===== config.mk =====
export PLATFORM = sky130hd
export DESIGN_NAME = wfd_cfg_regs
export DESIGN_NICKNAME = d
export VERILOG_FILES = /design/src/hw/rtl/wfd_pkg.sv /design/src/hw/rtl/wfd_cfg_regs.sv
export SDC_FILE = /design/constraint.sdc
export NUM_CORES = 1
export LEC_CHECK = 0
export BUFFER_PORTS_ARGS = -buffer_cell sky130_fd_sc_hd__buf_2
export CAP_MARGIN = 30
export CORE_UTILIZATION = 30
export CTS_CLUSTER_DIAMETER = 50
export DETAILED_ROUTE_END_ITERATION = 8
export PLACE_DENSITY = 0.5
export SLEW_MARGIN = 20
export SYNTH_ARGS = -nofsm -noshare
export SYNTH_HDL_FRONTEND = slang
export SYNTH_SLANG_ARGS = --single-unit
export TNS_END_PERCENT = 1

===== constraint.sdc =====
create_clock -name clk -period 2.41 [get_ports clk]
set_clock_uncertainty 0.1 [all_clocks]
set_input_delay 0.6025 -clock clk [delete_from_list [all_inputs] [get_ports clk]]
set_output_delay 0.6025 -clock clk [all_outputs]
set_load 0.01 [all_outputs]

===== src/hw/rtl/wfd_pkg.sv =====
package wfd_pkg;

    // Field widths
    localparam int PROX_BITS  = 11;
    localparam int SPEED_BITS = 16;
    localparam int TOF_BITS   = 13;

    // Configuration register widths
    localparam int CT_W       = 10;
    localparam int DD_W       = 10;
    localparam int MS_W       = 15;
    localparam int MIN_W      = 15;
    localparam int ANG_W      = 10;
    localparam int AF_W       = 16;
    localparam int TG_W       = 16;
    localparam int ST_W       = 15;
    localparam int CFG_DATA_W = 16;
    localparam int CFG_IDX_W  = 3;

    // Fixed-point scaling
    localparam int AF_FRAC   = 15;
    localparam int TURN_FRAC = 4;

    // Derived datapath widths
    localparam int ERR_BITS  = ((PROX_BITS > DD_W + 1) ? PROX_BITS : DD_W + 1) + 1;
    localparam int DIFF_BITS = ERR_BITS + 1;
    localparam int MUL_W     = (ERR_BITS > AF_W + 1) ? ERR_BITS : AF_W + 1;
    localparam int PROD_W    = 2 * MUL_W;
    localparam int TURN_BITS = TG_W + ERR_BITS - TURN_FRAC;
    localparam int NUM_W     = MS_W + ANG_W;
    localparam int SCALED_W  = MS_W + AF_W - AF_FRAC;
    localparam int SUM_BASE  = ((TURN_BITS > SCALED_W + 1) ? TURN_BITS : SCALED_W + 1) + 1;
    localparam int SUM_W     = (SUM_BASE > SPEED_BITS + 1) ? SUM_BASE : SPEED_BITS + 1;
    localparam int CMP_W     = ((SPEED_BITS > ST_W + 1) ? SPEED_BITS : ST_W + 1) + 1;
    localparam int DIV_STEPS = NUM_W;
    localparam int CNT_W     = $clog2(DIV_STEPS);

    // Register reset values
    localparam logic [CT_W-1:0]         CT_RESET  = CT_W'(200);
    localparam logic [DD_W-1:0]         DD_RESET  = DD_W'(300);
    localparam logic [MS_W-1:0]         MS_RESET  = MS_W'(25600);
    localparam logic [MIN_W-1:0]        MIN_RESET = MIN_W'(5120);
    localparam logic [ANG_W-1:0]        ANG_RESET = ANG_W'(200);
    localparam logic [AF_W-1:0]         AF_RESET  = AF_W'(16384);
    localparam logic signed [TG_W-1:0]  TG_RESET  = TG_W'(410);
    localparam logic [ST_W-1:0]         ST_RESET  = ST_W'(256);

    typedef enum logic [1:0] {
        MODE_TICK   = 2'd0,
        MODE_ENTER  = 2'd1,
        MODE_EXIT   = 2'd2,
        MODE_UNUSED = 2'd3
    } wfd_mode_t;

    typedef enum logic [1:0] {
        PH_START    = 2'd0,
        PH_FOLLOW   = 2'd1,
        PH_STOPPING = 2'd2,
        PH_OFF      = 2'd3
    } wfd_phase_t;

    typedef enum logic [CFG_IDX_W-1:0] {
        CFG_CORNER_THRESHOLD = 3'd0,
        CFG_DESIRED_DISTANCE = 3'd1,
        CFG_MAX_SPEED        = 3'd2,
        CFG_MIN_SPEED        = 3'd3,
        CFG_MAX_SPEED_ANGLE  = 3'd4,
        CFG_APPROACH_FACTOR  = 3'd5,
        CFG_TURN_GAIN        = 3'd6,
        CFG_STOP_THRESHOLD   = 3'd7
    } wfd_cfg_idx_t;

    typedef enum logic [1:0] {
        OP_NONE  = 2'd0,
        OP_TURN  = 2'd1,
        OP_NUM   = 2'd2,
        OP_SCALE = 2'd3
    } wfd_op_t;

    typedef enum logic [3:0] {
        ST_IDLE,
        ST_EVAL,
        ST_TURN,
        ST_NUM,
        ST_DIV,
        ST_CLAMP,
        ST_SCALE,
        ST_SUM,
        ST_OUT
    } wfd_state_t;

    typedef struct packed {
        logic [CT_W-1:0]        corner_threshold;
        logic [DD_W-1:0]        desired_distance;
        logic [MS_W-1:0]        max_speed;
        logic [MIN_W-1:0]       min_speed;
        logic [ANG_W-1:0]       max_speed_angle;
        logic [AF_W-1:0]        approach_factor;
        logic signed [TG_W-1:0] turn_gain;
        logic [ST_W-1:0]        stop_threshold;
    } wfd_cfg_t;

    // Controller to datapath
    typedef struct packed {
        logic    load;
        wfd_op_t op;
        logic    div_step;
        logic    clamp;
        logic    sum;
        logic    side_right;
    } wfd_cmd_t;

    // Datapath to controller
    typedef struct packed {
        wfd_mode_t mode;
        logic      any_pos;
        logic      pick_right;
        logic      corner_ahead;
        logic      stopped;
    } wfd_stat_t;

    // Controller result flags
    typedef struct packed {
        logic       drive_write;
        logic       use_speed;
        logic       following_right;
        logic       corner_detected;
        logic       running_led;
        wfd_phase_t phase;
    } wfd_res_t;

endpackage


===== src/hw/rtl/wfd_cfg_regs.sv =====
module wfd_cfg_regs import wfd_pkg::*;
(
    input  logic                  clk,
    input  logic                  rst_n,
    input  logic                  cfg_we,
    input  logic [CFG_IDX_W-1:0]  cfg_index,
    input  logic [CFG_DATA_W-1:0] cfg_data,
    output wfd_cfg_t              cfg
);

    wfd_cfg_t cfg_reg;
    wfd_cfg_t cfg_next;

    // Decode the register write
    always_comb
    begin
        cfg_next = cfg_reg;
        if (cfg_we)
        begin
            case (wfd_cfg_idx_t'(cfg_index))
                CFG_CORNER_THRESHOLD: cfg_next.corner_threshold = cfg_data[CT_W-1:0];
                CFG_DESIRED_DISTANCE: cfg_next.desired_distance = cfg_data[DD_W-1:0];
                CFG_MAX_SPEED:        cfg_next.max_speed        = cfg_data[MS_W-1:0];
                CFG_MIN_SPEED:        cfg_next.min_speed        = cfg_data[MIN_W-1:0];
                CFG_MAX_SPEED_ANGLE:  cfg_next.max_speed_angle  = cfg_data[ANG_W-1:0];
                CFG_APPROACH_FACTOR:  cfg_next.approach_factor  = cfg_data[AF_W-1:0];
                CFG_TURN_GAIN:        cfg_next.turn_gain        = $signed(cfg_data[TG_W-1:0]);
                CFG_STOP_THRESHOLD:   cfg_next.stop_threshold   = cfg_data[ST_W-1:0];
                default:              cfg_next = cfg_reg;
            endcase
        end
    end

    // Hold the register file
    always_ff @(posedge clk or negedge rst_n)
    begin
        if (!rst_n)
        begin
            cfg_reg.corner_threshold <= CT_RESET;
            cfg_reg.desired_distance <= DD_RESET;
            cfg_reg.max_speed        <= MS_RESET;
            cfg_reg.min_speed        <= MIN_RESET;
            cfg_reg.max_speed_angle  <= ANG_RESET;
            cfg_reg.approach_factor  <= AF_RESET;
            cfg_reg.turn_gain        <= TG_RESET;
            cfg_reg.stop_threshold   <= ST_RESET;
        end
        else
        begin
            cfg_reg <= cfg_next;
        end
    end

    assign cfg = cfg_reg;

endmodule


== After elaboration in Yosys (flattened, before gate mapping) ==
Index checks and enable logic that the tools add are counted.
Storage, ports and cells
  register bits after elaboration: 107
  input bits: 22
  output and inout port bits: 107
  logic and storage cells: 24
Operators by class
  equality and inequality tests: 7
  reduce and logical (&&, ||, !) cells: 9
Operators by type and width (count)
  $reduce_and A2 Y1: 8
  $eq A3 B3 Y1 const B: 4
  $eq A3 B2 Y1 const B: 2
  $eq A3 B1 Y1 const B: 1
  $logic_not A3 Y1: 1

== Longest topological paths before layout ==
  word-level depth: 2
  gate-level depth with buffers: 5
  mapped depth without buffers: 2

== Worst setup path after synthesis ==
OpenSTA, ideal clock, no wires.
  path type: input-to-reg
  from: input port cfg_index[0]
  to: register cfg_reg (netlist bit cfg[76])
  cell stages on the path: 5
  library setup time: 125 ps
  data arrival time: 1583 ps
  required time: 2185 ps
  path slack: 602 ps
  path buffers: 3
  cells stage by stage: buf_4 -> and4bb_1 -> buf_6 -> buf_6 -> mux2_4
Between the ends
  word-level cells in the longest chain between the ends: 2
RTL lines
  from (decl): RTL line wfd_cfg_regs.sv:6  | input logic [CFG_IDX_W-1:0] cfg_index,
  $eq A3 B2 Y1: RTL line wfd_cfg_regs.sv:20  | case (wfd_cfg_idx_t'(cfg_index))
  $reduce_and A2 Y1 (no line)
  to (signal assigned): RTL line wfd_cfg_regs.sv:50  | cfg_reg <= cfg_next;
  to (decl): RTL line wfd_cfg_regs.sv:11  | wfd_cfg_t cfg_reg;
No other way between the ends.
A chain may end at the register's enable or synchronous reset.

== Final worst setup path ==
  from: register cfg_reg (netlist bit cfg[86])
  to: output port cfg[86] in the netlist's numbering
RTL lines
  to (decl): RTL line wfd_cfg_regs.sv:8  | output wfd_cfg_t cfg
No word-level cell between the ends.

==> flow_summary.toml <==
[power]
netSwitchingFraction_pct = 27.1
p_leak_uw = 0.00251
pwr-share-comb_pct = 23.3
p_switching_uw = 1370
seq_power_share_pct = 48.1
p_per_area_mw_per_mm2 = 950
peakVddDrop_mv = 0.529
share_clk_of_total_power_pct = 28.6
internal-power_uw = 3690

[setup_path]
critPathMaxStageDelay_ps = 530
critPathMaxFanout = 2
cp_top_family = "flip-flops"
crit_type = "reg -> out"
critPathBufInv = 1
cp_slowest_cell = "dfstp_2"
required_ps = 1710
worstPathArrival_ps = 1000
path_cells = "buf_2"
cp-start-kind = "register"
end_kind = "primary output"

[global_routing]
grt_util_met2_pct = 20.9
grt_max_degree = 48
gr-usage-met3_pct = 6.08
grt_pass1_wl_mm = 14.8
grt_overflow = 0
use_met1_pct = 17.5
track_usage_pct = 13.9
grt_antenna_before_repair = 0
grt_pass1_vias = 2506
top_usage_layer = "met2"

[die]
row_count = 42
coreArea_mm2 = 0.0134
die_y_um = 120
io_pins = 129
initial_utilization_pct = 31.2
die_w_um = 120
die-area_mm2 = 0.0144

[sta]
worstMarginPinSlew_ps = 436
hold_viol = 0
finalCriticalPeriod_ps = 1700
timing.final.crit_share_pct = 70.7
slew_viol_final = 0
max_slew_margin_pct = 70.9
setup_tns_ps = 0
rsz0062_at_grt = "no"
max_freq_mhz = 587
setup_viol_count_final = 0

[layout]
areaGrowthSynthToFinish_pct = 27.5
nNetsFinal = 388
postLayoutCoreUtil_pct = 39.7
multi_input_area_mm2 = 0.00138
diodes = 0
fillCellCount = 1254
seqCellArea_mm2 = 0.00271
largest_register_ffs = 107
drive_above_1_share_pct = 75.7

[yosys]
yosysTopAreaCell = "dfrtp_1"
ys_seq_area_share_pct = 64.8
yosysMostFrequentCell = "mux2_2"
ys.warnings.count = 0
synthArstFlopShare_pct = 100
synthXorXnorAreaFrac_pct = 0
synth_compound_area_share_pct = 0
netlist_instances = 235
synth_edf_count = 0
synthFlopType = "dfrtp_1"
avgSynthCellArea_um2 = 17.8
synthMuxAreaShare_pct = 29.7
synthesis.nets = 257
synth_seq_cells = 107
synth_top_family_by_area = "multiplexers"
synth_cell_types = 13
synthSimpleGateAreaFrac_pct = 3.12
ys_top_cells_by_area = "dfrtp_1, mux2_2, dfstp_2"
synth_top_area_share_pct = 50.9
synth_fa_ha_area_share_pct = 0
synthTopCellsByCount = "mux2_2, dfrtp_1, dfstp_2"
syn-cell-area_mm2 = 0.00418

[clocking]
cts_tree = "yes"
post_cts_buffers = 0
cts_buffer_depth = 2
clk_pin_slew_worst_paths_ps = 70
ctsResizeCount = 0
ctsHoldBuffers = 0
cts_root_buffer = "clkbuf_16"
cts_sinks = 107
cts_max_level = 3
cts_buffers = 9
clk-insertion-delay-late_ps = 340

[route]
drt-pass1-iter-count = 4
viasPerCell = 4.51
totalWireLength_mm = 9.51
drtIter0Drc = 63
wl_per_cell_um = 17.4
antenna_left = 0
dr_total_vias = 2468
drc_errors = 0

[place]
place_congestion = 0.674
dp_hpwl_mm = 6.67
portBuffers = 128

[job]
maxCapViolCount = 0

[status]
outcome = "finished, final reports clean"

[hold_path]
min_path_type = "in -> async"
metal layers:
metal  share of wire, %  vias up
met5                  0        -
met4                1.3        0
met2                 45       89
met1                 45     1271
met3                8.8       10
li1                   -     1098
logic make-up (layout without fill, tap and decap cells):
group	after synthesis	in the layout
and+or+nand+nor	8	8
buffers and inverters	13	149
muxes	107	107
DFF	107	107
cells in the final DEF (no fill, tap or decap), drive strengths merged:
cell type	synthesis	layout
and4bb	3	3
buf	13	133
bufinv	0	1
clkbuf	0	13
clkinv	0	2
dfrtp	85	85
dfstp	22	22
mux2	107	107
nand4	1	1
nand4b	3	3
nor4b	1	1
power groups by stage:
stage	combinational, uW	clock [uW]	sequential (uW)
6_report	1180	1450	2440
3_5_place_dp	1200	0	2470
5_1_grt	1270	1570	2490
4_1_cts	1200	1510	2440
3_3_place_gp	1190	0	2460
2_1_floorplan	414	0	2660
cell type report:
type,count,share of cell area [%]
clock inverters,3,0.752
multi-input cells,115,25.9
well taps,176,4.14
flip-flops and latches,107,50.8
clock buffers,13,4.70
repair buffers,133,13.7
path summary, 6_finish.rpt:
check                             start      end  slack, ps  cells past startpoint
worst max register to register  cfg[81]  cfg[81]       1530                      1
min in group clk                cfg[61]  cfg[61]        390                      1
worst min-delay path              rst_n  cfg[26]         70                      1
max in group asynchronous         rst_n  cfg[50]       1490                      2
worst min register to register  cfg[61]  cfg[61]        390                      1
worst max-delay path            cfg[86]  cfg[86]        710                      1
metrics by stage:
step	instances	hold WS, ps	total power [uW]	area, um^2	setup slack, ps
2_1_floorplan	235	207	3080	4180	602
3_3_place_gp	531	373	3640	5030	495
3_5_place_dp	531	380	3670	5030	467
4_1_cts	547	71.0	5160	5330	677
5_1_grt	547	83.4	5340	5330	659
6_report	547	74.4	5060	5330	706
Power figures use the tool's default switching activity.
