**config.mk**
```make
export PLATFORM = sky130hd
export DESIGN_NAME = wfd_ctrl
export DESIGN_NICKNAME = d
export VERILOG_FILES = /design/src/hw/rtl/wfd_pkg.sv /design/src/hw/rtl/wfd_ctrl.sv
export SDC_FILE = /design/constraint.sdc
export NUM_CORES = 1
export LEC_CHECK = 0
export BUFFER_PORTS_ARGS = -buffer_cell sky130_fd_sc_hd__buf_2
export CAP_MARGIN = 0
export CORE_ASPECT_RATIO = 1.75
export CORE_MARGIN = 5
export CORE_UTILIZATION = 25
export CTS_BUF_LIST = sky130_fd_sc_hd__clkbuf_16
export CTS_CLUSTER_SIZE = 16
export DETAILED_ROUTE_END_ITERATION = 10
export GPL_TIMING_DRIVEN = 0
export PLACE_DENSITY_LB_ADDON = 0.25
export SLEW_MARGIN = 20
export SYNTH_ARGS = -nofsm -noshare
export SYNTH_HDL_FRONTEND = slang
export SYNTH_SLANG_ARGS = --single-unit
```
**constraint.sdc**
```tcl
create_clock -name clk -period 3 [get_ports clk]
set_clock_uncertainty 0.1 [all_clocks]
set_input_delay 0.6 -clock clk [delete_from_list [all_inputs] [get_ports clk]]
set_output_delay 0.6 -clock clk [all_outputs]
set_load 0.03 [all_outputs]
```
**src/hw/rtl/wfd_pkg.sv**
```systemverilog
package wfd_pkg;

    // Field widths
    localparam int PROX_BITS  = 11;
    localparam int SPEED_BITS = 16;
    localparam int TOF_BITS   = 13;

    // Configuration register widths
    localparam int CT_W       = 10;
    localparam int DD_W       = 10;
    localparam int MS_W       = 15;
    localparam int MIN_W      = 15;
    localparam int ANG_W      = 10;
    localparam int AF_W       = 16;
    localparam int TG_W       = 16;
    localparam int ST_W       = 15;
    localparam int CFG_DATA_W = 16;
    localparam int CFG_IDX_W  = 3;

    // Fixed-point scaling
    localparam int AF_FRAC   = 15;
    localparam int TURN_FRAC = 4;

    // Derived datapath widths
    localparam int ERR_BITS  = ((PROX_BITS > DD_W + 1) ? PROX_BITS : DD_W + 1) + 1;
    localparam int DIFF_BITS = ERR_BITS + 1;
    localparam int MUL_W     = (ERR_BITS > AF_W + 1) ? ERR_BITS : AF_W + 1;
    localparam int PROD_W    = 2 * MUL_W;
    localparam int TURN_BITS = TG_W + ERR_BITS - TURN_FRAC;
    localparam int NUM_W     = MS_W + ANG_W;
    localparam int SCALED_W  = MS_W + AF_W - AF_FRAC;
    localparam int SUM_BASE  = ((TURN_BITS > SCALED_W + 1) ? TURN_BITS : SCALED_W + 1) + 1;
    localparam int SUM_W     = (SUM_BASE > SPEED_BITS + 1) ? SUM_BASE : SPEED_BITS + 1;
    localparam int CMP_W     = ((SPEED_BITS > ST_W + 1) ? SPEED_BITS : ST_W + 1) + 1;
    localparam int DIV_STEPS = NUM_W;
    localparam int CNT_W     = $clog2(DIV_STEPS);

    // Register reset values
    localparam logic [CT_W-1:0]         CT_RESET  = CT_W'(200);
    localparam logic [DD_W-1:0]         DD_RESET  = DD_W'(300);
    localparam logic [MS_W-1:0]         MS_RESET  = MS_W'(25600);
    localparam logic [MIN_W-1:0]        MIN_RESET = MIN_W'(5120);
    localparam logic [ANG_W-1:0]        ANG_RESET = ANG_W'(200);
    localparam logic [AF_W-1:0]         AF_RESET  = AF_W'(16384);
    localparam logic signed [TG_W-1:0]  TG_RESET  = TG_W'(410);
    localparam logic [ST_W-1:0]         ST_RESET  = ST_W'(256);

    typedef enum logic [1:0] {
        MODE_TICK   = 2'd0,
        MODE_ENTER  = 2'd1,
        MODE_EXIT   = 2'd2,
        MODE_UNUSED = 2'd3
    } wfd_mode_t;

    typedef enum logic [1:0] {
        PH_START    = 2'd0,
        PH_FOLLOW   = 2'd1,
        PH_STOPPING = 2'd2,
        PH_OFF      = 2'd3
    } wfd_phase_t;

    typedef enum logic [CFG_IDX_W-1:0] {
        CFG_CORNER_THRESHOLD = 3'd0,
        CFG_DESIRED_DISTANCE = 3'd1,
        CFG_MAX_SPEED        = 3'd2,
        CFG_MIN_SPEED        = 3'd3,
        CFG_MAX_SPEED_ANGLE  = 3'd4,
        CFG_APPROACH_FACTOR  = 3'd5,
        CFG_TURN_GAIN        = 3'd6,
        CFG_STOP_THRESHOLD   = 3'd7
    } wfd_cfg_idx_t;

    typedef enum logic [1:0] {
        OP_NONE  = 2'd0,
        OP_TURN  = 2'd1,
        OP_NUM   = 2'd2,
        OP_SCALE = 2'd3
    } wfd_op_t;

    typedef enum logic [3:0] {
        ST_IDLE,
        ST_EVAL,
        ST_TURN,
        ST_NUM,
        ST_DIV,
        ST_CLAMP,
        ST_SCALE,
        ST_SUM,
        ST_OUT
    } wfd_state_t;

    typedef struct packed {
        logic [CT_W-1:0]        corner_threshold;
        logic [DD_W-1:0]        desired_distance;
        logic [MS_W-1:0]        max_speed;
        logic [MIN_W-1:0]       min_speed;
        logic [ANG_W-1:0]       max_speed_angle;
        logic [AF_W-1:0]        approach_factor;
        logic signed [TG_W-1:0] turn_gain;
        logic [ST_W-1:0]        stop_threshold;
    } wfd_cfg_t;

    // Controller to datapath
    typedef struct packed {
        logic    load;
        wfd_op_t op;
        logic    div_step;
        logic    clamp;
        logic    sum;
        logic    side_right;
    } wfd_cmd_t;

    // Datapath to controller
    typedef struct packed {
        wfd_mode_t mode;
        logic      any_pos;
        logic      pick_right;
        logic      corner_ahead;
        logic      stopped;
    } wfd_stat_t;

    // Controller result flags
    typedef struct packed {
        logic       drive_write;
        logic       use_speed;
        logic       following_right;
        logic       corner_detected;
        logic       running_led;
        wfd_phase_t phase;
    } wfd_res_t;

endpackage

```
**src/hw/rtl/wfd_ctrl.sv**
```systemverilog
module wfd_ctrl import wfd_pkg::*;
(
    input  logic      clk,
    input  logic      rst_n,
    input  logic      in_valid,
    input  logic      out_space,
    input  wfd_stat_t stat,
    output logic      in_ready,
    output logic      out_load,
    output wfd_cmd_t  cmd,
    output wfd_res_t  res
);

    wfd_state_t       state_reg,  state_next;
    wfd_phase_t       phase_reg,  phase_next;
    logic             side_reg,   side_next;
    logic             corner_reg, corner_next;
    logic             led_reg,    led_next;
    logic             wr_reg,     wr_next;
    logic             spd_reg,    spd_next;
    logic [CNT_W-1:0] cnt_reg,    cnt_next;

    // State register
    always_ff @(posedge clk or negedge rst_n)
    begin
        if (!rst_n)
        begin
            state_reg  <= ST_IDLE;
            phase_reg  <= PH_START;
            side_reg   <= 1'b0;
            corner_reg <= 1'b0;
            led_reg    <= 1'b0;
            wr_reg     <= 1'b0;
            spd_reg    <= 1'b0;
            cnt_reg    <= '0;
        end
        else
        begin
            state_reg  <= state_next;
            phase_reg  <= phase_next;
            side_reg   <= side_next;
            corner_reg <= corner_next;
            led_reg    <= led_next;
            wr_reg     <= wr_next;
            spd_reg    <= spd_next;
            cnt_reg    <= cnt_next;
        end
    end

    // Next state and commands
    always_comb
    begin
        state_next     = state_reg;
        phase_next     = phase_reg;
        side_next      = side_reg;
        corner_next    = corner_reg;
        led_next       = led_reg;
        wr_next        = wr_reg;
        spd_next       = spd_reg;
        cnt_next       = cnt_reg;
        in_ready       = 1'b0;
        out_load       = 1'b0;
        cmd            = '0;
        cmd.op         = OP_NONE;
        cmd.side_right = side_reg;

        case (state_reg)
            ST_IDLE:
            begin
                in_ready = 1'b1;
                if (in_valid)
                begin
                    cmd.load   = 1'b1;
                    state_next = ST_EVAL;
                end
            end

            ST_EVAL:
            begin
                wr_next    = 1'b0;
                spd_next   = 1'b0;
                state_next = ST_OUT;
                case (stat.mode)
                    MODE_ENTER:
                    begin
                        led_next   = 1'b1;
                        phase_next = PH_START;
                    end
                    MODE_EXIT:
                    begin
                        led_next = 1'b0;
                        wr_next  = 1'b1;
                    end
                    MODE_TICK:
                    begin
                        case (phase_reg)
                            PH_START:
                            begin
                                if (stat.any_pos)
                                begin
                                    side_next  = stat.pick_right;
                                    wr_next    = 1'b1;
                                    phase_next = PH_FOLLOW;
                                end
                            end
                            PH_FOLLOW:
                            begin
                                wr_next = 1'b1;
                                if (stat.corner_ahead)
                                    phase_next = PH_STOPPING;
                                else
                                begin
                                    spd_next   = 1'b1;
                                    state_next = ST_TURN;
                                end
                            end
                            PH_STOPPING:
                            begin
                                if (stat.stopped)
                                begin
                                    corner_next = 1'b1;
                                    phase_next  = PH_OFF;
                                end
                            end
                            default:
                            begin
                                phase_next = phase_reg;
                            end
                        endcase
                    end
                    default:
                    begin
                        phase_next = phase_reg;
                    end
                endcase
            end

            ST_TURN:
            begin
                cmd.op     = OP_TURN;
                state_next = ST_NUM;
            end

            ST_NUM:
            begin
                cmd.op     = OP_NUM;
                cnt_next   = '0;
                state_next = ST_DIV;
            end

            ST_DIV:
            begin
                cmd.div_step = 1'b1;
                cnt_next     = cnt_reg + CNT_W'(1);
                if (cnt_reg == CNT_W'(DIV_STEPS - 1))
                    state_next = ST_CLAMP;
            end

            ST_CLAMP:
            begin
                cmd.clamp  = 1'b1;
                state_next = ST_SCALE;
            end

            ST_SCALE:
            begin
                cmd.op     = OP_SCALE;
                state_next = ST_SUM;
            end

            ST_SUM:
            begin
                cmd.sum    = 1'b1;
                state_next = ST_OUT;
            end

            ST_OUT:
            begin
                if (out_space)
                begin
                    out_load   = 1'b1;
                    state_next = ST_IDLE;
                end
            end

            default:
            begin
                state_next = ST_IDLE;
            end
        endcase
    end

    assign res.drive_write     = wr_reg;
    assign res.use_speed       = spd_reg;
    assign res.following_right = side_reg;
    assign res.corner_detected = corner_reg;
    assign res.running_led     = led_reg;
    assign res.phase           = phase_reg;

endmodule

```
### After elaboration in Yosys (flattened, before gate mapping)

Cells that the tools add are included.

* $add $sub $neg: 1
* equal/unequal tests: 20
* mux-type cells: 29
* reductions and logical operators: 11

Operators by type and width (number)
* $pmux 4 s9: 1
* $mux 4: 6
* $eq 4x3->1 const B: 4
* $mux 1: 12
* $pmux 2 s3: 2
* $pmux 5 s2: 1
* $ne 3x3->1 const B: 3
* $eq 4x2->1 const B: 2
* $reduce_and 4->1: 2
* $mux 2: 3
* $ne 2x2->1 const B: 3
* $pmux 1 s2: 3
* $reduce_and 6->1: 1
* $reduce_bool 2->1: 3
* $add 5x1->5 const B: 1
* $eq 5x5->1 const B: 1
* $eq 2x1->1 const B: 2
* $eq 2x2->1 const B: 2
* $eq 4x1->1 const B: 1
* $eq 4x4->1 const B: 1
* $logic_not 2->1: 2
* $logic_not 4->1: 1
* $ne 4x2->1 const B: 1
* $pmux 2 s2: 1
* other kinds (2): 2

* word-level logic and storage cells: 69
* flip-flop bits (word level): 16
* input port bits: 10
* output and inout port bits: 16

### Depth between registers and ports, before layout

* depth after elaboration: 4
* gate-level depth with buffers: 6
* gate-level depth less buffers: 5

### Worst setup path before layout

OpenSTA, ideal clock, no wires.

* path type: register to output
* start: register state_reg[1]
* end: output cmd[6] in the netlist's numbering
* required time: 2.300 ns
* cell stages (with the launch flop): 4
* arrival: 2.069 ns
* buffers on the path: 1
* slack: 0.231 ns
* cells stage by stage: dfrtp_1 -> buf_2 -> nor4_1 -> and2_1

RTL lines
* from (decl): RTL line wfd_ctrl.sv:14 `wfd_state_t state_reg, state_next;`
* from (signal assigned): RTL line wfd_ctrl.sv:39 `state_reg <= state_next;`
* to (decl): RTL line wfd_ctrl.sv:10 `output wfd_cmd_t cmd,`

==> out/qor.txt <==
OUTCOME
--------------------------------------------------------------------------------------
Outcome                                                                      completed

SYNTH
--------------------------------------------------------------------------------------
Cell variety after synth                                                            44
Count of flip-flops with a built-in enable after synthesis                           0
Biggest area consumer among synthesized cells                                  dfrtp_1
FF+latch count, synth                                                               16
Top-area cell type share of the netlist area                                     34.6%
Cell area after synthesis                                                     1160 um2
Most frequent cells after synthesis                                       dfrtp_1 (16), inv_1 (11), ha_1 (10)
Average cell area after synthesis                                             9.11 um2
Synth area leaders                                                        dfrtp_1 (35%), ha_1 (11%), buf_4 (3.9%)
FFs w/ async S/R, synth                                                           100%
Most frequent cell after synthesis                                             dfrtp_1
Commonest register cell after synthesis                                        dfrtp_1
Part of the Yosys area used for sequential elements                              34.6%
Yosys warnings                                                                       0
Synthesized net count                                                              147
Cells after synthesis                                                              127

WORST SETUP PATH
--------------------------------------------------------------------------------------
Path type of the worst setup path                                              reg2out
Critical Path Fanout Max                                                            10
Element type at the critical path end                                     primary output
Startpoint class of the critical path                                             flop
Critical Path AT                                                               1.65 ns
Worst Path Required                                                            2.30 ns

DIE
--------------------------------------------------------------------------------------
Die area                                                                      6140 um2
Placeable Area                                                                4440 um2
Top Ports                                                                           26
Standard-cell rows                                                                  32
Effective utilization at floorplan                                               26.0%
Overall die width                                                              61.4 um
DIE HEIGHT                                                                      100 um

POWER
--------------------------------------------------------------------------------------
Relative contribution of sequential cells to total power                         27.6%
Internal portion of total power                                               0.744 mW
LEAKAGE                                                                       0.683 nW
IR drop worst, VDD                                                          0.000448 V
Net load switching power                                                      0.590 mW
Clock power share                                                                19.2%
Switching power as a share of total power                                        44.2%
Power density normalized to cell area                                       936 nW/um2
Comb pwr share                                                                   53.2%

PLACEMENT
--------------------------------------------------------------------------------------
Number of port buffers                                                              25
GPL Wtd Cong                                                                     0.856
HPWL after DPL                                                                 2210 um

LAYOUT
--------------------------------------------------------------------------------------
Final core utilization                                                           32.1%
Fraction of layout instances using a drive strength above 1                      28.8%
Area grow syn2layout                                                             23.1%
Net count reported at finish                                                       177
Number of fillers in the final layout                                              469
Flip-flop count of the largest register, all copies and words added                  5
Ant. Diodes                                                                          0

STA
--------------------------------------------------------------------------------------
Unrepaired setup endpoints after global routing                                     no
Pins Over Slew Limit                                                                 0
Fmax achieved                                                                  426 MHz
Slew Limit Headroom                                                              76.3%
Tcrit/Tclk final                                                                 78.2%
Fin crit period                                                                2.35 ns
Count of endpoints failing setup in the final report                                 0
Pin slew with the least headroom to its limit                                 0.352 ns
Summed negative setup slack over all endpoints                                    0 ns
Final hold violation count                                                           0

ROUTING
--------------------------------------------------------------------------------------
Vias per cell                                                                     4.95
Post-route antenna net violation count                                               0
Final Routed Wirelength                                                        2670 um
Count of TritonRoute iterations in the first routing pass                            4
Detailed-route wire length per cell                                            12.9 um
Via count                                                                         1025
Violation count after the first detailed-route iteration                            18
Remaining DRCs                                                                       0

CLOCK NETWORK
--------------------------------------------------------------------------------------
H-tree depth reported by CTS                                                         1
Root buf cell                                                                clkbuf_16
Number of buffers inserted for hold repair after clock tree synthesis                0
Clock slew at the register clock pins of the worst setup and hold paths        0.05 ns
Later-pin clock latency in the skew report                                     0.24 ns
Count of instances resized after the clock tree is built                             0
Maximum clock path buffer count                                                      2
Clock tree from TritonCTS                                                          yes
TritonCTS buffer count                                                               3
Clock sink total                                                                    16
Setup Buffers After CTS                                                              0

GLOBAL ROUTING
--------------------------------------------------------------------------------------
Total congestion overflow after global routing                                       0
Global-route total usage across every layer                                      9.46%
Global-route wire length before repair                                         4550 um
Largest net degree at the start of global routing                                   17
Antenna violations before repair                                                     0
Via count of the first global-routing pass                                        1082

RUN
--------------------------------------------------------------------------------------
Max cap viols                                                                        0

HOLD PATH
--------------------------------------------------------------------------------------
Worst hold path type                                                          in2async

[cells in the final DEF (no fill, tap or decap), types with 2 or more instances in the layout]
cell and count:
buf_2 30, dfrtp_1 16, inv_1 11, ha_1 10, nand2_1 9, nor2_1 9, a21oi_1 6, buf_4 6
nor3_1 3, and2_1 3, o21ai_0 3, nor2b_1 3, clkbuf_16 3, nand2b_1 2, nor4_1 2, xnor2_1 2
a221oi_1 2, a31oi_1 2, nand3b_1 2, o41ai_1 2, o21ai_1 2, o211ai_1 2, nor3b_1 2, a211oi_1 2
[power by group through the flow]
stage | registers [mW] | clock network, mW | logic, mW
finish | 0.368 | 0.256 | 0.710
global route | 0.380 | 0.277 | 0.781
CTS | 0.369 | 0.264 | 0.719
detailed placement | 0.372 | 0 | 0.715
global placement | 0.370 | 0 | 0.702
floorplan | 0.378 | 0 | 0.527
[routing by layer]
layer  track usage, %  up-vias  share of wire (%)
met5                0        -                  0
met4             3.76        0                2.4
met3             2.06        6                5.4
met2             17.4       22                 54
met1             9.89      494                 39
li1                 -      503                  -
[final timing paths]
path | slack [ns] | cells past startpoint | to | start
hold / removal | 0.16 | 1 | cnt_reg[2]$_DFFE_PN0P_ | rst_n
setup reg to reg | 1.17 | 5 | phase_reg[0]$_DFFE_PN0P_ | phase_reg[0]$_DFFE_PN0P_
hold reg to reg | 0.37 | 1 | corner_reg$_DFFE_PN0P_ | corner_reg$_DFFE_PN0P_
setup / recovery | 0.65 | 4 | cmd[6] | state_reg[0]$_DFFE_PN0P_
min in group clk | 0.37 | 1 | corner_reg$_DFFE_PN0P_ | corner_reg$_DFFE_PN0P_
max in group asynchronous | 2.37 | 1 | side_reg$_DFFE_PN0P_ | rst_n
[area by class of cell]
cell class	instances	area, um2	area share (%)
inverter	11	41.3	2.90
clock buffer	3	75.1	5.27
tap	51	63.8	4.48
clock inverter	1	3.75	0.263
sequential	16	400	28.1
multi-input combinational	88	642	45.0
buffer	12	73.8	5.18
timing repair buffer	25	125	8.78
[through the flow]
| stage | worst slack, ns | power, mW | instances | instance area (um2) | hold slack [ns] |
|---|---|---|---|---|---|
| after floorplan | 0.231 | 0.905 | 127 | 1160 | 0.204 |
| after global placement | 0.913 | 1.07 | 203 | 1350 | 0.371 |
| after detailed placement | 0.920 | 1.09 | 203 | 1350 | 0.368 |
| after CTS | 0.648 | 1.35 | 207 | 1430 | 0.176 |
| after global routing | 0.574 | 1.44 | 207 | 1430 | 0.197 |
| final | 0.654 | 1.33 | 207 | 1430 | 0.163 |
[cell families after synthesis]
family                     after synthesis  synth area share (%)
muxes                                    1                 0.973
xor gates and xnor gates                 2                  1.51
DFF                                     16                  34.6
adders and majority gates               10                  10.8
AOI/OAI and AO/OA                       28                  17.0
and+or+nand+nor                         47                  25.2
buffers and inverters                   23                  9.95
[worst max-delay path, cell delays in order (launching register included)]
cell     delay [ns]
dfrtp_1        0.44
buf_2          0.22
nor4_1         0.37
and2_1         0.18
buf_2          0.19
Note: power is estimated with default switching activity, not from simulation.
