===== src/hw/rtl/wfd_pkg.sv =====
package wfd_pkg;

    // Field widths
    localparam int PROX_BITS  = 11;
    localparam int SPEED_BITS = 16;
    localparam int TOF_BITS   = 13;

    // Configuration register widths
    localparam int CT_W       = 10;
    localparam int DD_W       = 10;
    localparam int MS_W       = 15;
    localparam int MIN_W      = 15;
    localparam int ANG_W      = 10;
    localparam int AF_W       = 16;
    localparam int TG_W       = 16;
    localparam int ST_W       = 15;
    localparam int CFG_DATA_W = 16;
    localparam int CFG_IDX_W  = 3;

    // Fixed-point scaling
    localparam int AF_FRAC   = 15;
    localparam int TURN_FRAC = 4;

    // Derived datapath widths
    localparam int ERR_BITS  = ((PROX_BITS > DD_W + 1) ? PROX_BITS : DD_W + 1) + 1;
    localparam int DIFF_BITS = ERR_BITS + 1;
    localparam int MUL_W     = (ERR_BITS > AF_W + 1) ? ERR_BITS : AF_W + 1;
    localparam int PROD_W    = 2 * MUL_W;
    localparam int TURN_BITS = TG_W + ERR_BITS - TURN_FRAC;
    localparam int NUM_W     = MS_W + ANG_W;
    localparam int SCALED_W  = MS_W + AF_W - AF_FRAC;
    localparam int SUM_BASE  = ((TURN_BITS > SCALED_W + 1) ? TURN_BITS : SCALED_W + 1) + 1;
    localparam int SUM_W     = (SUM_BASE > SPEED_BITS + 1) ? SUM_BASE : SPEED_BITS + 1;
    localparam int CMP_W     = ((SPEED_BITS > ST_W + 1) ? SPEED_BITS : ST_W + 1) + 1;
    localparam int DIV_STEPS = NUM_W;
    localparam int CNT_W     = $clog2(DIV_STEPS);

    // Register reset values
    localparam logic [CT_W-1:0]         CT_RESET  = CT_W'(200);
    localparam logic [DD_W-1:0]         DD_RESET  = DD_W'(300);
    localparam logic [MS_W-1:0]         MS_RESET  = MS_W'(25600);
    localparam logic [MIN_W-1:0]        MIN_RESET = MIN_W'(5120);
    localparam logic [ANG_W-1:0]        ANG_RESET = ANG_W'(200);
    localparam logic [AF_W-1:0]         AF_RESET  = AF_W'(16384);
    localparam logic signed [TG_W-1:0]  TG_RESET  = TG_W'(410);
    localparam logic [ST_W-1:0]         ST_RESET  = ST_W'(256);

    typedef enum logic [1:0] {
        MODE_TICK   = 2'd0,
        MODE_ENTER  = 2'd1,
        MODE_EXIT   = 2'd2,
        MODE_UNUSED = 2'd3
    } wfd_mode_t;

    typedef enum logic [1:0] {
        PH_START    = 2'd0,
        PH_FOLLOW   = 2'd1,
        PH_STOPPING = 2'd2,
        PH_OFF      = 2'd3
    } wfd_phase_t;

    typedef enum logic [CFG_IDX_W-1:0] {
        CFG_CORNER_THRESHOLD = 3'd0,
        CFG_DESIRED_DISTANCE = 3'd1,
        CFG_MAX_SPEED        = 3'd2,
        CFG_MIN_SPEED        = 3'd3,
        CFG_MAX_SPEED_ANGLE  = 3'd4,
        CFG_APPROACH_FACTOR  = 3'd5,
        CFG_TURN_GAIN        = 3'd6,
        CFG_STOP_THRESHOLD   = 3'd7
    } wfd_cfg_idx_t;

    typedef enum logic [1:0] {
        OP_NONE  = 2'd0,
        OP_TURN  = 2'd1,
        OP_NUM   = 2'd2,
        OP_SCALE = 2'd3
    } wfd_op_t;

    typedef enum logic [3:0] {
        ST_IDLE,
        ST_EVAL,
        ST_TURN,
        ST_NUM,
        ST_DIV,
        ST_CLAMP,
        ST_SCALE,
        ST_SUM,
        ST_OUT
    } wfd_state_t;

    typedef struct packed {
        logic [CT_W-1:0]        corner_threshold;
        logic [DD_W-1:0]        desired_distance;
        logic [MS_W-1:0]        max_speed;
        logic [MIN_W-1:0]       min_speed;
        logic [ANG_W-1:0]       max_speed_angle;
        logic [AF_W-1:0]        approach_factor;
        logic signed [TG_W-1:0] turn_gain;
        logic [ST_W-1:0]        stop_threshold;
    } wfd_cfg_t;

    // Controller to datapath
    typedef struct packed {
        logic    load;
        wfd_op_t op;
        logic    div_step;
        logic    clamp;
        logic    sum;
        logic    side_right;
    } wfd_cmd_t;

    // Datapath to controller
    typedef struct packed {
        wfd_mode_t mode;
        logic      any_pos;
        logic      pick_right;
        logic      corner_ahead;
        logic      stopped;
    } wfd_stat_t;

    // Controller result flags
    typedef struct packed {
        logic       drive_write;
        logic       use_speed;
        logic       following_right;
        logic       corner_detected;
        logic       running_led;
        wfd_phase_t phase;
    } wfd_res_t;

endpackage


===== src/hw/rtl/wfd_datapath.sv =====
module wfd_datapath import wfd_pkg::*;
(
    input  logic                         clk,
    input  wfd_cmd_t                     cmd,
    input  wfd_cfg_t                     cfg,
    input  logic [1:0]                   mode,
    input  logic signed [PROX_BITS-1:0]  prox_left,
    input  logic signed [PROX_BITS-1:0]  prox_right,
    input  logic signed [PROX_BITS-1:0]  prox_front,
    input  logic signed [PROX_BITS-1:0]  prox_front_left,
    input  logic signed [PROX_BITS-1:0]  prox_front_right,
    input  logic [TOF_BITS-1:0]          tof_center,
    input  logic signed [SPEED_BITS-1:0] measured_left,
    input  logic signed [SPEED_BITS-1:0] measured_right,
    output wfd_stat_t                    stat,
    output logic signed [SPEED_BITS-1:0] speed_left,
    output logic signed [SPEED_BITS-1:0] speed_right
);

    localparam logic signed [SUM_W-1:0] SPD_MAX =
        SUM_W'((64'sd1 <<< (SPEED_BITS - 1)) - 64'sd1);
    localparam logic signed [SUM_W-1:0] SPD_MIN =
        SUM_W'(-(64'sd1 <<< (SPEED_BITS - 1)));

    // Captured item
    logic [1:0]                   mode_reg;
    logic signed [PROX_BITS-1:0]  pl_reg;
    logic signed [PROX_BITS-1:0]  pr_reg;
    logic signed [PROX_BITS-1:0]  pf_reg;
    logic signed [PROX_BITS-1:0]  pfl_reg;
    logic signed [PROX_BITS-1:0]  pfr_reg;
    logic                         tof_nz_reg;
    logic signed [SPEED_BITS-1:0] ml_reg;
    logic signed [SPEED_BITS-1:0] mr_reg;

    // Working registers
    logic signed [TURN_BITS-1:0]  turn_reg;
    logic signed [DIFF_BITS-1:0]  diff_reg;
    logic [NUM_W-1:0]             quo_reg;
    logic [ANG_W-1:0]             rem_reg;
    logic [MS_W-1:0]              fwd_reg;
    logic [SCALED_W-1:0]          scaled_reg;
    logic signed [SPEED_BITS-1:0] sl_reg;
    logic signed [SPEED_BITS-1:0] sr_reg;

    logic [ANG_W-1:0]             ang;
    logic signed [PROX_BITS-1:0]  side_prox;
    logic signed [ERR_BITS-1:0]   side_ext;
    logic signed [ERR_BITS-1:0]   dd_ext;
    logic signed [ERR_BITS-1:0]   err;
    logic [ERR_BITS-1:0]          aerr;
    logic signed [DIFF_BITS-1:0]  diff;
    logic [ANG_W-1:0]             num_diff;

    logic signed [MUL_W-1:0]      mul_a;
    logic signed [MUL_W-1:0]      mul_b;
    logic signed [PROD_W-1:0]     prod;

    logic [ANG_W:0]               trial;
    logic                         trial_ge;
    logic [ANG_W-1:0]             rem_next;

    logic [NUM_W-1:0]             raised;
    logic [NUM_W-1:0]             lowered;
    logic [MS_W-1:0]              fwd_next;
    logic [SCALED_W-1:0]          scaled_next;

    logic signed [SUM_W-1:0]      scaled_ext;
    logic signed [SUM_W-1:0]      turn_ext;
    logic signed [SPEED_BITS-1:0] near_spd;
    logic signed [SPEED_BITS-1:0] far_spd;

    logic signed [ERR_BITS-1:0]   pf_ext;
    logic signed [ERR_BITS-1:0]   ct_ext;
    logic signed [CMP_W-1:0]      ml_ext;
    logic signed [CMP_W-1:0]      mr_ext;
    logic signed [CMP_W-1:0]      st_ext;

    function automatic logic signed [SPEED_BITS-1:0] sat_speed(
        input logic signed [SUM_W-1:0] v
    );
        logic signed [SUM_W-1:0] c;
        begin
            if (v > SPD_MAX)
                c = SPD_MAX;
            else if (v < SPD_MIN)
                c = SPD_MIN;
            else
                c = v;
            return c[SPEED_BITS-1:0];
        end
    endfunction

    // Status towards the controller
    assign pf_ext = ERR_BITS'(pf_reg);
    assign ct_ext = $signed(ERR_BITS'(cfg.corner_threshold));
    assign ml_ext = CMP_W'(ml_reg);
    assign mr_ext = CMP_W'(mr_reg);
    assign st_ext = $signed(CMP_W'(cfg.stop_threshold));

    assign stat.mode         = wfd_mode_t'(mode_reg);
    assign stat.any_pos      = (!pl_reg[PROX_BITS-1] && (pl_reg != '0)) ||
                               (!pr_reg[PROX_BITS-1] && (pr_reg != '0));
    assign stat.pick_right   = pr_reg > pl_reg;
    assign stat.corner_ahead = pf_ext > ct_ext;
    assign stat.stopped      = (ml_ext < st_ext) && (mr_ext < st_ext);

    // Wall error and remaining angle margin
    assign ang       = (cfg.max_speed_angle == '0) ? ANG_W'(1) : cfg.max_speed_angle;
    assign side_prox = cmd.side_right ? pfr_reg : pfl_reg;
    assign side_ext  = ERR_BITS'(side_prox);
    assign dd_ext    = $signed(ERR_BITS'(cfg.desired_distance));
    assign err       = side_ext - dd_ext;
    assign aerr      = err[ERR_BITS-1] ? ERR_BITS'(-err) : ERR_BITS'(err);
    assign diff      = $signed(DIFF_BITS'(ang)) - $signed(DIFF_BITS'(aerr));
    // A margin at or below zero drives forward speed to the lower bound
    assign num_diff  = (diff_reg > 0) ? diff_reg[ANG_W-1:0] : '0;

    // Shared multiplier
    always_comb
    begin
        mul_a = '0;
        mul_b = '0;
        case (cmd.op)
            OP_TURN:
            begin
                mul_a = MUL_W'(cfg.turn_gain);
                mul_b = MUL_W'(err);
            end
            OP_NUM:
            begin
                mul_a = $signed(MUL_W'(cfg.max_speed));
                mul_b = $signed(MUL_W'(num_diff));
            end
            OP_SCALE:
            begin
                mul_a = $signed(MUL_W'(fwd_reg));
                mul_b = $signed(MUL_W'(cfg.approach_factor));
            end
            default:
            begin
                mul_a = '0;
                mul_b = '0;
            end
        endcase
    end

    assign prod = mul_a * mul_b;

    // One restoring division step per cycle
    assign trial    = {rem_reg, quo_reg[NUM_W-1]};
    assign trial_ge = trial >= {1'b0, ang};
    assign rem_next = trial_ge ? ANG_W'(trial - {1'b0, ang}) : ANG_W'(trial);

    // Raise to the lower bound, then lower to the upper bound
    assign raised   = (quo_reg < NUM_W'(cfg.min_speed)) ? NUM_W'(cfg.min_speed) : quo_reg;
    assign lowered  = (raised > NUM_W'(cfg.max_speed)) ? NUM_W'(cfg.max_speed) : raised;
    assign fwd_next = lowered[MS_W-1:0];

    assign scaled_next = tof_nz_reg ? prod[AF_FRAC +: SCALED_W] : SCALED_W'(fwd_reg);

    // Wheel sums
    assign scaled_ext = $signed(SUM_W'(scaled_reg));
    assign turn_ext   = SUM_W'(turn_reg);
    assign near_spd   = sat_speed(scaled_ext + turn_ext);
    assign far_spd    = sat_speed(scaled_ext - turn_ext);

    // Capture and advance the working registers
    always_ff @(posedge clk)
    begin
        if (cmd.load)
        begin
            mode_reg   <= mode;
            pl_reg     <= prox_left;
            pr_reg     <= prox_right;
            pf_reg     <= prox_front;
            pfl_reg    <= prox_front_left;
            pfr_reg    <= prox_front_right;
            tof_nz_reg <= tof_center != '0;
            ml_reg     <= measured_left;
            mr_reg     <= measured_right;
        end

        case (cmd.op)
            OP_TURN:
            begin
                turn_reg <= $signed(prod[TURN_FRAC +: TURN_BITS]);
                diff_reg <= diff;
            end
            OP_NUM:
            begin
                quo_reg <= prod[NUM_W-1:0];
                rem_reg <= '0;
            end
            OP_SCALE:
            begin
                scaled_reg <= scaled_next;
            end
            default:
            begin
                turn_reg <= turn_reg;
            end
        endcase

        if (cmd.div_step)
        begin
            rem_reg <= rem_next;
            quo_reg <= {quo_reg[NUM_W-2:0], trial_ge};
        end

        if (cmd.clamp)
            fwd_reg <= fwd_next;

        if (cmd.sum)
        begin
            sl_reg <= cmd.side_right ? far_spd : near_spd;
            sr_reg <= cmd.side_right ? near_spd : far_spd;
        end
    end

    assign speed_left  = sl_reg;
    assign speed_right = sr_reg;

endmodule


===== config.mk =====
export PLATFORM = sky130hd
export DESIGN_NAME = wfd_datapath
export DESIGN_NICKNAME = d
export VERILOG_FILES = /design/src/hw/rtl/wfd_pkg.sv /design/src/hw/rtl/wfd_datapath.sv
export SDC_FILE = /design/constraint.sdc
export NUM_CORES = 1
export LEC_CHECK = 0
export BUFFER_PORTS_ARGS = -buffer_cell sky130_fd_sc_hd__buf_2
export CORE_MARGIN = 2
export CORE_UTILIZATION = 25
export CTS_CLUSTER_SIZE = 25
export DETAILED_ROUTE_END_ITERATION = 6
export GPL_TIMING_DRIVEN = 0
export PLACE_DENSITY = 0.46
export SETUP_SLACK_MARGIN = 0.4
export SLEW_MARGIN = 10
export SYNTH_ARGS = -nofsm -noshare
export SYNTH_HDL_FRONTEND = slang
export SYNTH_SLANG_ARGS = --single-unit
export TNS_END_PERCENT = 5

===== constraint.sdc =====
create_clock -name clk -period 16.3 [get_ports clk]
set_clock_uncertainty 0.05 [all_clocks]
set_input_delay 3.26 -clock clk [delete_from_list [all_inputs] [get_ports clk]]
set_output_delay 3.26 -clock clk [all_outputs]
set_load 0.005 [all_outputs]

[Yosys cells after proc, flatten, opt, wreduce, memory -nomap -nowiden]
Index checks and enable logic that the tools add are counted.
Word-level totals
  flip-flop bits (word level): 225
  input port bits: 217
  output and inout bits: 38
Cells by class
  add/sub/neg operators: 6
  $mul: 1
  $lt $le $gt $ge: 12
  equality and inequality tests: 3
  multiplexer cells: 20
  reductions and logical operators: 11
Operators with widths (number)
  $pmux W17 S3: 2
  $mux W16: 6
  $mux W25: 3
  $gt A25 B16 Y1 const B: 2
  $lt A25 B16 Y1 const B: 2
  $mux W10: 5
  $lt A16 B16 Y1: 2
  $mul A17 B17 Y31: 1
  $mux W15: 2
  $add A17 B24 Y25: 1
  $gt A25 B15 Y1: 1
  $lt A25 B15 Y1: 1
  $sub A17 B24 Y25: 1
  $gt A11 B11 Y1: 2
  $reduce_bool A11 Y1: 2
  $gt A13 B1 Y1 const B: 1
  $reduce_bool A13 Y1: 1
  $sub A10 B12 Y13: 1
  $mux W12: 1
  $neg A12 Y12: 1
  $sub A11 B11 Y12: 1
  $ge A11 B10 Y1: 1
  $mux W11: 1
  $logic_not A10 Y1: 1
  other kinds (7): 11

[Logic depth before layout (Yosys ltp)]
Gate-level depths: netlist (run 1).
  depth in word-level cells: 6
  mapped depth: 40

[Worst setup path after synthesis (run 1)]
OpenSTA, ideal clock, no wires.
  kind: input port to flip-flop
  from: in cmd[0] in the netlist's numbering
  to: reg scaled_reg[14] (data pin)
  data arrival time: 12.160 ns
  setup slack: 3.825 ns
  cell stages on the path: 40
  path buffers: 4
  cell sequence: buf_2 > buf_1 > mux2i_1 > ha_1 > inv_1 > fa_1 > a21o_1 > a21oi_1 > o21bai_1 > a31o_2 > a21o_1 > a21oi_1 > xor2_1 > o21ai_0 > and2_1 > clkbuf_1 > buf_2 > nand2_1 > [... 4 more ...] > fa_1 > inv_1 > fa_1 > fa_1 > inv_1 > fa_1 > inv_1 > ha_1 > o21ai_0 > nand2b_1 > a21oi_1 > a311oi_1 > a31oi_1 > o21a_1 > nand3b_1 > a2111oi_0 > or3_1 > nand3_1
Between the ends
  longest elaborated chain between the ends: 5
Ends and longest elaborated chain
  from (decl): line wfd_datapath.sv:4  | input wfd_cmd_t cmd,
  $mux W11: line wfd_datapath.sv:110  | assign side_prox = cmd.side_right ? pfr_reg : pfl_reg;
  $sub A11 B11 Y12: line wfd_datapath.sv:113  | assign err = side_ext - dd_ext;
  $pmux W17 S3: line wfd_datapath.sv:124  | case (cmd.op)
  $mul A17 B17 Y31: line wfd_datapath.sv:148  | assign prod = mul_a * mul_b;
  $mux W15: line wfd_datapath.sv:160  | assign scaled_next = tof_nz_reg ? prod[AF_FRAC +: SCALED_W] : SCALED_W'(fwd_reg);
  net scaled_next[14]: line wfd_datapath.sv:66  | logic [SCALED_W-1:0] scaled_next;
  to (signal assigned): line wfd_datapath.sv:197  | scaled_reg <= scaled_next;
  to (decl): line wfd_datapath.sv:42  | logic [SCALED_W-1:0] scaled_reg;
The timed path passes the listed nets, and every way through them passes these cells.
A chain may end at the register's enable or synchronous reset.

[Final worst setup path (run 1)]
Same ends and word-level chain as after synthesis.

==> results of run 1 <==
## metrics by stage
step           worst slack (ns)  area, um2
4_1_cts                    1.80      28500
2_1_floorplan              3.82      24600
3_3_place_gp               1.25      27500
3_5_place_dp               1.26      27600
6_report                   1.87      28500
5_1_grt                    1.06      28500
## cells in the mapped netlist (8+ instances only)
cell and instances:
nand2_1 225, ha_1 222, nor2_1 237, nor3_1 25, inv_1 455, xnor2_1 76
o21ai_0 56, a2bb2oi_1 24, buf_2 12, fa_1 272, nand4_1 22, clkbuf_1 50
or3_1 8, mux2i_1 19, and2_1 27, a21oi_1 90, mux2_2 78, nand2b_1 33
a211oi_1 15, or2_2 9, edfxtp_1 225, a22oi_1 11, nand3_1 28, nor2b_1 27
o21ai_1 14, nor4_1 17, o21bai_1 9, a21o_1 33, o21a_1 21, xor2_1 21
## area by class of cell
cell class,instances,area share
inverter,461,0.0608
clock buffer,30,0.0241
buffer,74,0.0114
multi-input combinational,1737,0.555
sequential,225,0.237
antenna,2,0.000176
tap,1287,0.0566
timing repair buffer,261,0.0484
clock inverter,15,0.00606
## cell usage in the layout (no fill, tap or decap), types with 9 or more instances in the layout
| cell | count |
|---|---|
| nand2_1 | 224 |
| o21a_1 | 21 |
| o21ai_1 | 13 |
| o21ai_0 | 55 |
| nor4_1 | 17 |
| nand3_1 | 28 |
| clkbuf_16 | 27 |
| edfxtp_1 | 225 |
| a211oi_1 | 15 |
| o21bai_1 | 9 |
| buf_2 | 265 |
| inv_1 | 454 |
| nor2_1 | 237 |
| and2_1 | 27 |
| mux2i_1 | 19 |
| buf_4 | 9 |
| fa_1 | 272 |
| xor2_1 | 21 |
| a2bb2oi_1 | 24 |
| nor3_1 | 25 |
| nand4_1 | 22 |
| a22oi_1 | 11 |
| mux2_2 | 78 |
| a21oi_1 | 90 |
| nor2b_1 | 27 |
| ha_1 | 222 |
| xnor2_1 | 76 |
| or2_2 | 9 |
| a21o_1 | 33 |
| clkbuf_1 | 53 |
| nand2b_1 | 33 |
## cells by family after synthesis
group | share of synthesized area
mux | 0.0434
xor+xnor | 0.0345
fa+ha+maj | 0.334
compound gates | 0.101
simple gates | 0.128
buf+inv | 0.0835
flops | 0.275
## where the power goes
| group | total, W | switching [W] | internal (W) |
|---|---|---|---|
| Clock | 0.000600 | 0.000239 | 0.000362 |
| Sequential | 0.00110 | 0.0000935 | 0.00101 |
| Combinational | 0.00432 | 0.00265 | 0.00167 |
## routing by layer
layer,track usage,share of wire,vias to the layer above
met1,0.205,0.45,8906
met5,0,0.0012,-
met4,0.0387,0.024,16
li1,-,-,8832
met2,0.256,0.46,472
met3,0.0331,0.066,104
## worst min-delay path, stage by stage, from the launching register on
cell      delay [ns]
edfxtp_1        0.37
nand2_1         0.06
nand2_1         0.05
## worst paths after layout
path | startpoint | to | slack (ns) | cells past startpoint
worst max-delay path | cmd[0] | scaled_reg[14]$_DFFE_PN_ | 1.87 | 40
worst min-delay path | quo_reg[23]$_DFFE_PP_ | quo_reg[24]$_DFFE_PP_ | 0.53 | 2
worst max register to register | pfr_reg[0]$_DFFE_PP_ | scaled_reg[14]$_DFFE_PN_ | 5.39 | 38
worst min register to register | quo_reg[23]$_DFFE_PP_ | quo_reg[24]$_DFFE_PP_ | 0.53 | 2
==> summary.txt, run 1 <==
Logic synthesis
  – Syn_area_per_cell: 9.85 um2
  – Syn Std Cell Area: around 25000 um2
  – Ys async rst share: 0
  – Seq/Total Area, Yosys: 0.275
  – Number of synthesized register bits: ~230
  – Synth area leader: edfxtp_1
  – EDFF count, synth: approximately 230
  – Ranking of synthesized cells by area: edfxtp_1, fa_1, ha_1, inv_1, nor2_1
  – Mapped Cells: approximately 2500
  – Synth top area share: 0.275
  – Main synth FF type: edfxtp_1
  – Cell variety after synth: 92
  – Warning count from the yosys run: 0
  – Synthesized Nets: approximately 3200

Timing
  – Final min period: approximately 14 ns
  – Worst slew pin tran: 1.20 ns
  – Setup TNS: 0 ns
  – Relative slew slack: 0.197
  – Final Slew Violations: 0
  – Hold Vio Cnt, Final: 0
  – Final period util: 0.885
  – Final hold slack: 0.526 ns
  – Max Clock Freq: ~0.069 GHz
  – Final setup fails: 0
  – RSZ-0062 raised after global routing: false

Global routing
  – GRT Total Usage: 0.155
  – GRT overflow: 0
  – First-pass GRT wire length: 119 mm
  – Largest net degree at the start of global routing: 54
  – Initial antenna violation count: 21
  – Vias in the first global route: between 15000 and 20000

Drt
  – Routed WL per cell: between 15 and 20 um
  – Vias: approximately 18000
  – ANT nets after route: 0
  – Residual DRC count: 0
  – DR iter-0 viols: around 1100
  – Drt total wl: 78.8 mm
  – DR vias/cell: 4.48
  – Pre-antenna DRT Iters: 5

Finish
  – Multi-input logic area: 15800 um2
  – Share of layout cells above drive strength 1: 0.157
  – FF+latch area: 6760 um2
  – Nets: between 3000 and 4000
  – Flip-flop count of the largest register after layout: 25
  – Final core occ: 0.291
  – Final Non-Filler Cells: 4092
  – Fill cells: approximately 10000
  – P&R area growth vs syn: 15.8%

Clocking
  – Clock tree from TritonCTS: done
  – CTS clock-pin slew for the worst setup and hold paths: ~0.06 ns
  – Postcts setup bufs: 0
  – CTS Hold Bufs: 0
  – CTS buffer count: 26
  – Cts repair resizes: 0
  – Clock Sinks: about 230
  – H-tree depth: 1
  – Clock Path Buffers: 3
  – CTS root buffer: clkbuf_16
  – Clock Latency Late Sink: 0.55 ns

Setup path
  – CP delay by family, top: adder cells
  – Startpoint types: input pin
  – CP Capture Type: flop
  – WS Path Type: input pin to flop
  – Critical Path RT: 16.52 ns
  – Worst-path fanout max: 10
  – Most numerous cell on the critical path: fa_1
  – Largest stage delay on the critical path: ~0.76 ns
  – Slowest cell on the critical path: buf_1
  – CP bufs+invs: 10
  – WP data arrival: approximately 15 ns

Floorplan
  – Initial core utilization: 0.251
  – Die ar.: around 100000 um2
  – Die Span Y: approximately 320 um
  – Num ports: between 200 and 300
  – Core box area: between 90000 and 100000 um2
  – Die Wd: 318 um
  – FP Rows: between 100 and 150

Power
  – Leakage: between 10 and 15 nW
  – PD cells: 211 nW/um2
  – Power, Total: between 0.006 and 0.007 W
  – Max rail drop VDD: approximately 190 uV

Place
  – GPL Wtd Cong: between 0.9 and 1
  – IO buf count: 252
  – Detailed placement HPWL: about 67 mm
  – DP Cell Count: ~4000

Worst hold path
  – Hold Crit Class: flop to flop

Run
  – Max capacitance violation total: 0

Outcome
  – Outcome: finished, final reports clean
Note: power is estimated with default switching activity, not from simulation.
==> run 2: changes to the inputs <==
--- a/config.mk
+++ b/config.mk
@@ -11,7 +11,7 @@
 export CTS_CLUSTER_SIZE = 25
 export DETAILED_ROUTE_END_ITERATION = 6
 export GPL_TIMING_DRIVEN = 0
-export PLACE_DENSITY = 0.46
+export PLACE_DENSITY = 0.48
 export SETUP_SLACK_MARGIN = 0.4
 export SLEW_MARGIN = 10
 export SYNTH_ARGS = -nofsm -noshare
==> constraint.sdc (replaced) <==
create_clock -name clk -period 11.7 [get_ports clk]
set_clock_uncertainty 0.05 [all_clocks]
set_input_delay 2.34 -clock clk [delete_from_list [all_inputs] [get_ports clk]]
set_output_delay 2.34 -clock clk [all_outputs]
set_load 0.005 [all_outputs]
==> summary.txt, run 2 (same netlist as run 1, synthesis figures left out) <==
Finish
  – Flip-flop count of the largest register after layout: 25 (unchanged)
  – Final Non-Filler Cells: 4106 (+0.34%)
  – Commonest non-fill, non-tap cell in the layout: inv_1
  – Final Cell Area: 28700 um2 (+0.97%)
  – P&R area growth vs syn: 16.9%
  – Commonest cells after routing, fill and taps aside: inv_1, fa_1, buf_2, nor2_1, edfxtp_1
  – Share of layout cells above drive strength 1: 0.175 (+0.0185)
  – Nets: 3509 (+0.34%)

Drt
  – DR vias/cell: 4.51 (+0.62%)
  – DR iter-0 viols: 1278 (+19%)
  – Drt total wl: 78.0 mm (-1.0%)
  – Residual DRC count: 0 (unchanged)
  – Pre-antenna DRT Iters: 6 (+1)
  – ANT nets after route: 0 (unchanged)
  – Routed WL per cell: 19.0 um (-1.4%)
  – Vias: 18507 (+0.97%)

Power
  – Switching Fraction: 0.497 (+0.00258)
  – P_sw: 0.00420 W (+41%)
  – Comb pwr share: 0.729 (+0.011)
  – Leakage: 13.3 nW (+0.87%)
  – Power, Total: 0.00844 W (+40%)
  – Clock network power share: 0.089 (-0.011)
  – Cell internal pwr: 0.00425 W (+40%)
  – Max rail drop VDD: 298 uV (+60%)
  – PD cells: 294 nW/um2 (+39%)
  – Reg power frac: 0.181 (-0.002)

Setup path
  – Slowest cell on the critical path: fa_1
  – WP data arrival: 11.17 ns (-3.48 ns)
  – WS Path Type: input pin to flop
  – Most numerous cell on the critical path: fa_1
  – Critical Path RT: 11.93 ns (-4.59 ns)
  – CP Capture Type: flop
  – R2R depth: 33 (-13%)
  – Startpoint types: input pin
  – Largest stage delay on the critical path: 0.58 ns (-0.18 ns)
  – Worst-path fanout max: 10 (unchanged)

Clocking
  – Clock tree from TritonCTS: done
  – H-tree depth: 1 (unchanged)
  – Clock Latency Late Sink: 0.55 ns (about the same)
  – CTS buffer count: 25 (-3.8%)
  – Clock Path Buffers: 3 (unchanged)
  – CTS root buffer: clkbuf_16
  – Clock Sinks: 225 (unchanged)
  – CTS clock-pin slew for the worst setup and hold paths: 0.07 ns (about the same)

Place
  – Detailed placement HPWL: 66.6 mm (-1.2%)
  – GPL Wtd Cong: 0.903 (-1.3%)
  – Post-Place Cell Area: 27600 um2 (about the same)
  – DP Cell Count: 4045 (unchanged)
  – IO buf count: 252 (unchanged)

Floorplan
  – Initial core utilization: 0.251 (unchanged)
  – Die Wd: 318 um (unchanged)
  – Core box area: 98000 um2 (unchanged)
  – FP Rows: 115 (unchanged)
  – Die Span Y: 318 um (unchanged)
  – Num ports: 255 (unchanged)
  – Die ar.: 101000 um2 (unchanged)

Worst hold path
  – Hold path depth: 2 (unchanged)
  – Hold Crit Class: flop to flop

Timing
  – Hold Vio Cnt, Final: 0 (unchanged)
  – Final Slew Violations: 0 (unchanged)
  – Max Clock Freq: slightly above 0.09 GHz
  – Worst slew pin tran: 1.32 ns (+0.112 ns)
  – RSZ-0062 raised after global routing: false
  – Final min period: about 11 ns
  – Final period util: 0.935
  – Relative slew slack: 0.116 (-0.0805)
  – Setup TNS: 0 ns (unchanged)
  – Final setup fails: 0 (unchanged)

Outcome
  – Outcome: finished, final reports clean

Global routing
  – Vias in the first global route: 19281 (+1.1%)
  – Initial antenna violation count: 25 (+19%)
  – First-pass GRT wire length: 119 mm (+0.27%)
  – Largest net degree at the start of global routing: 55 (+1.9%)
  – GRT Total Usage: 0.155 (-0.000281)
  – GRT overflow: 0 (unchanged)

Run
  – Max capacitance violation total: 0 (unchanged)
## run 2: cell types whose count changed in the layout (fill, tap and decap cells not counted), moves of 3 or more
| cell | delta |
|---|---|
| clkinv_2 | +3 |
| o21ai_4 | +4 |
| xnor2_2 | +3 |
| bufinv_16 | -3 |
| a21oi_2 | +7 |
| clkinv_1 | -5 |
| clkbuf_1 | -8 |
| clkbuf_2 | +8 |
| o21ai_1 | -3 |
| a21oi_1 | -7 |
| buf_4 | +10 |
| xnor2_1 | -3 |
## run 2: path summary, 6_finish.rpt
check / slack, ns / to / from
setup / recovery: 0.76 / scaled_reg[12]$_DFFE_PN_ / cmd[0]
hold / removal: 0.53 / quo_reg[24]$_DFFE_PP_ / quo_reg[23]$_DFFE_PP_
setup reg to reg: 2.57 / scaled_reg[12]$_DFFE_PN_ / pfl_reg[1]$_DFFE_PP_
hold reg to reg: 0.53 / quo_reg[24]$_DFFE_PP_ / quo_reg[23]$_DFFE_PP_
## run 2: metal layers
| layer | wire length [um] | global-route usage | vias to the layer above |
|---|---|---|---|
| li1 | - | - | 8859 |
| met2 | 35300 | 0.250 | 488 |
| met4 | 2240 | 0.0463 | 26 |
| met5 | 166 | 0 | - |
| met3 | 5740 | 0.0360 | 118 |
| met1 | 34500 | 0.205 | 9016 |
## run 2: layout make-up
type,count,area (um2)
Antenna cell,4,10.0
Tap cell,1287,1610
Clock inverter,13,109
Timing Repair Buffer,274,1490
Multi-Input combinational cell,1737,16000
Sequential cell,225,6760
Clock buffer,31,648
Fill cell,10336,69200
Buffer,74,383
Inverter,461,1730
## run 2: stage by stage
stage | hold slack [ns] | worst slack, ns | util
3_3_place_gp | 0.512 | -1.61 | 0.280
2_1_floorplan | 0.464 | 0.420 | -
3_5_place_dp | 0.506 | -1.60 | 0.282
5_1_grt | 0.552 | 0.408 | 0.293
4_1_cts | 0.524 | 0.365 | 0.291
6_report | 0.528 | 0.764 | 0.293
## run 2: what timing repair did
item | in CTS | in global routing
hold buffers | 0 | 0
endpoints found under the hold margin | 0 | 0
resized for setup | 39 | 30
endpoints found under the setup margin | 42 | 16
buffers inserted | 3 | 10
pin swaps | 3 | 12
## run 2: power groups by stage
stage / sequential, W / combinational [W] / clock (W)
3_3_place_gp: 0.00155 / 0.00595 / 0
2_1_floorplan: 0.00150 / 0.00412 / 0
6_report: 0.00153 / 0.00616 / 0.000756
3_5_place_dp: 0.00155 / 0.00597 / 0
5_1_grt: 0.00156 / 0.00686 / 0.000817
4_1_cts: 0.00153 / 0.00607 / 0.000784
## run 2: critical path, delay by kind of cell
| family | cells | cell delay [ns] |
|---|---|---|
| buffers and inverters | 8 | 0.90 |
| AND/OR/NAND/NOR | 4 | 0.58 |
| XOR/XNOR | 2 | 0.38 |
| AO/OA/AOI/OAI | 11 | 2.46 |
| adder cells (fa/ha/maj) | 8 | 3.83 |
| multiplexers | 2 | 0.66 |
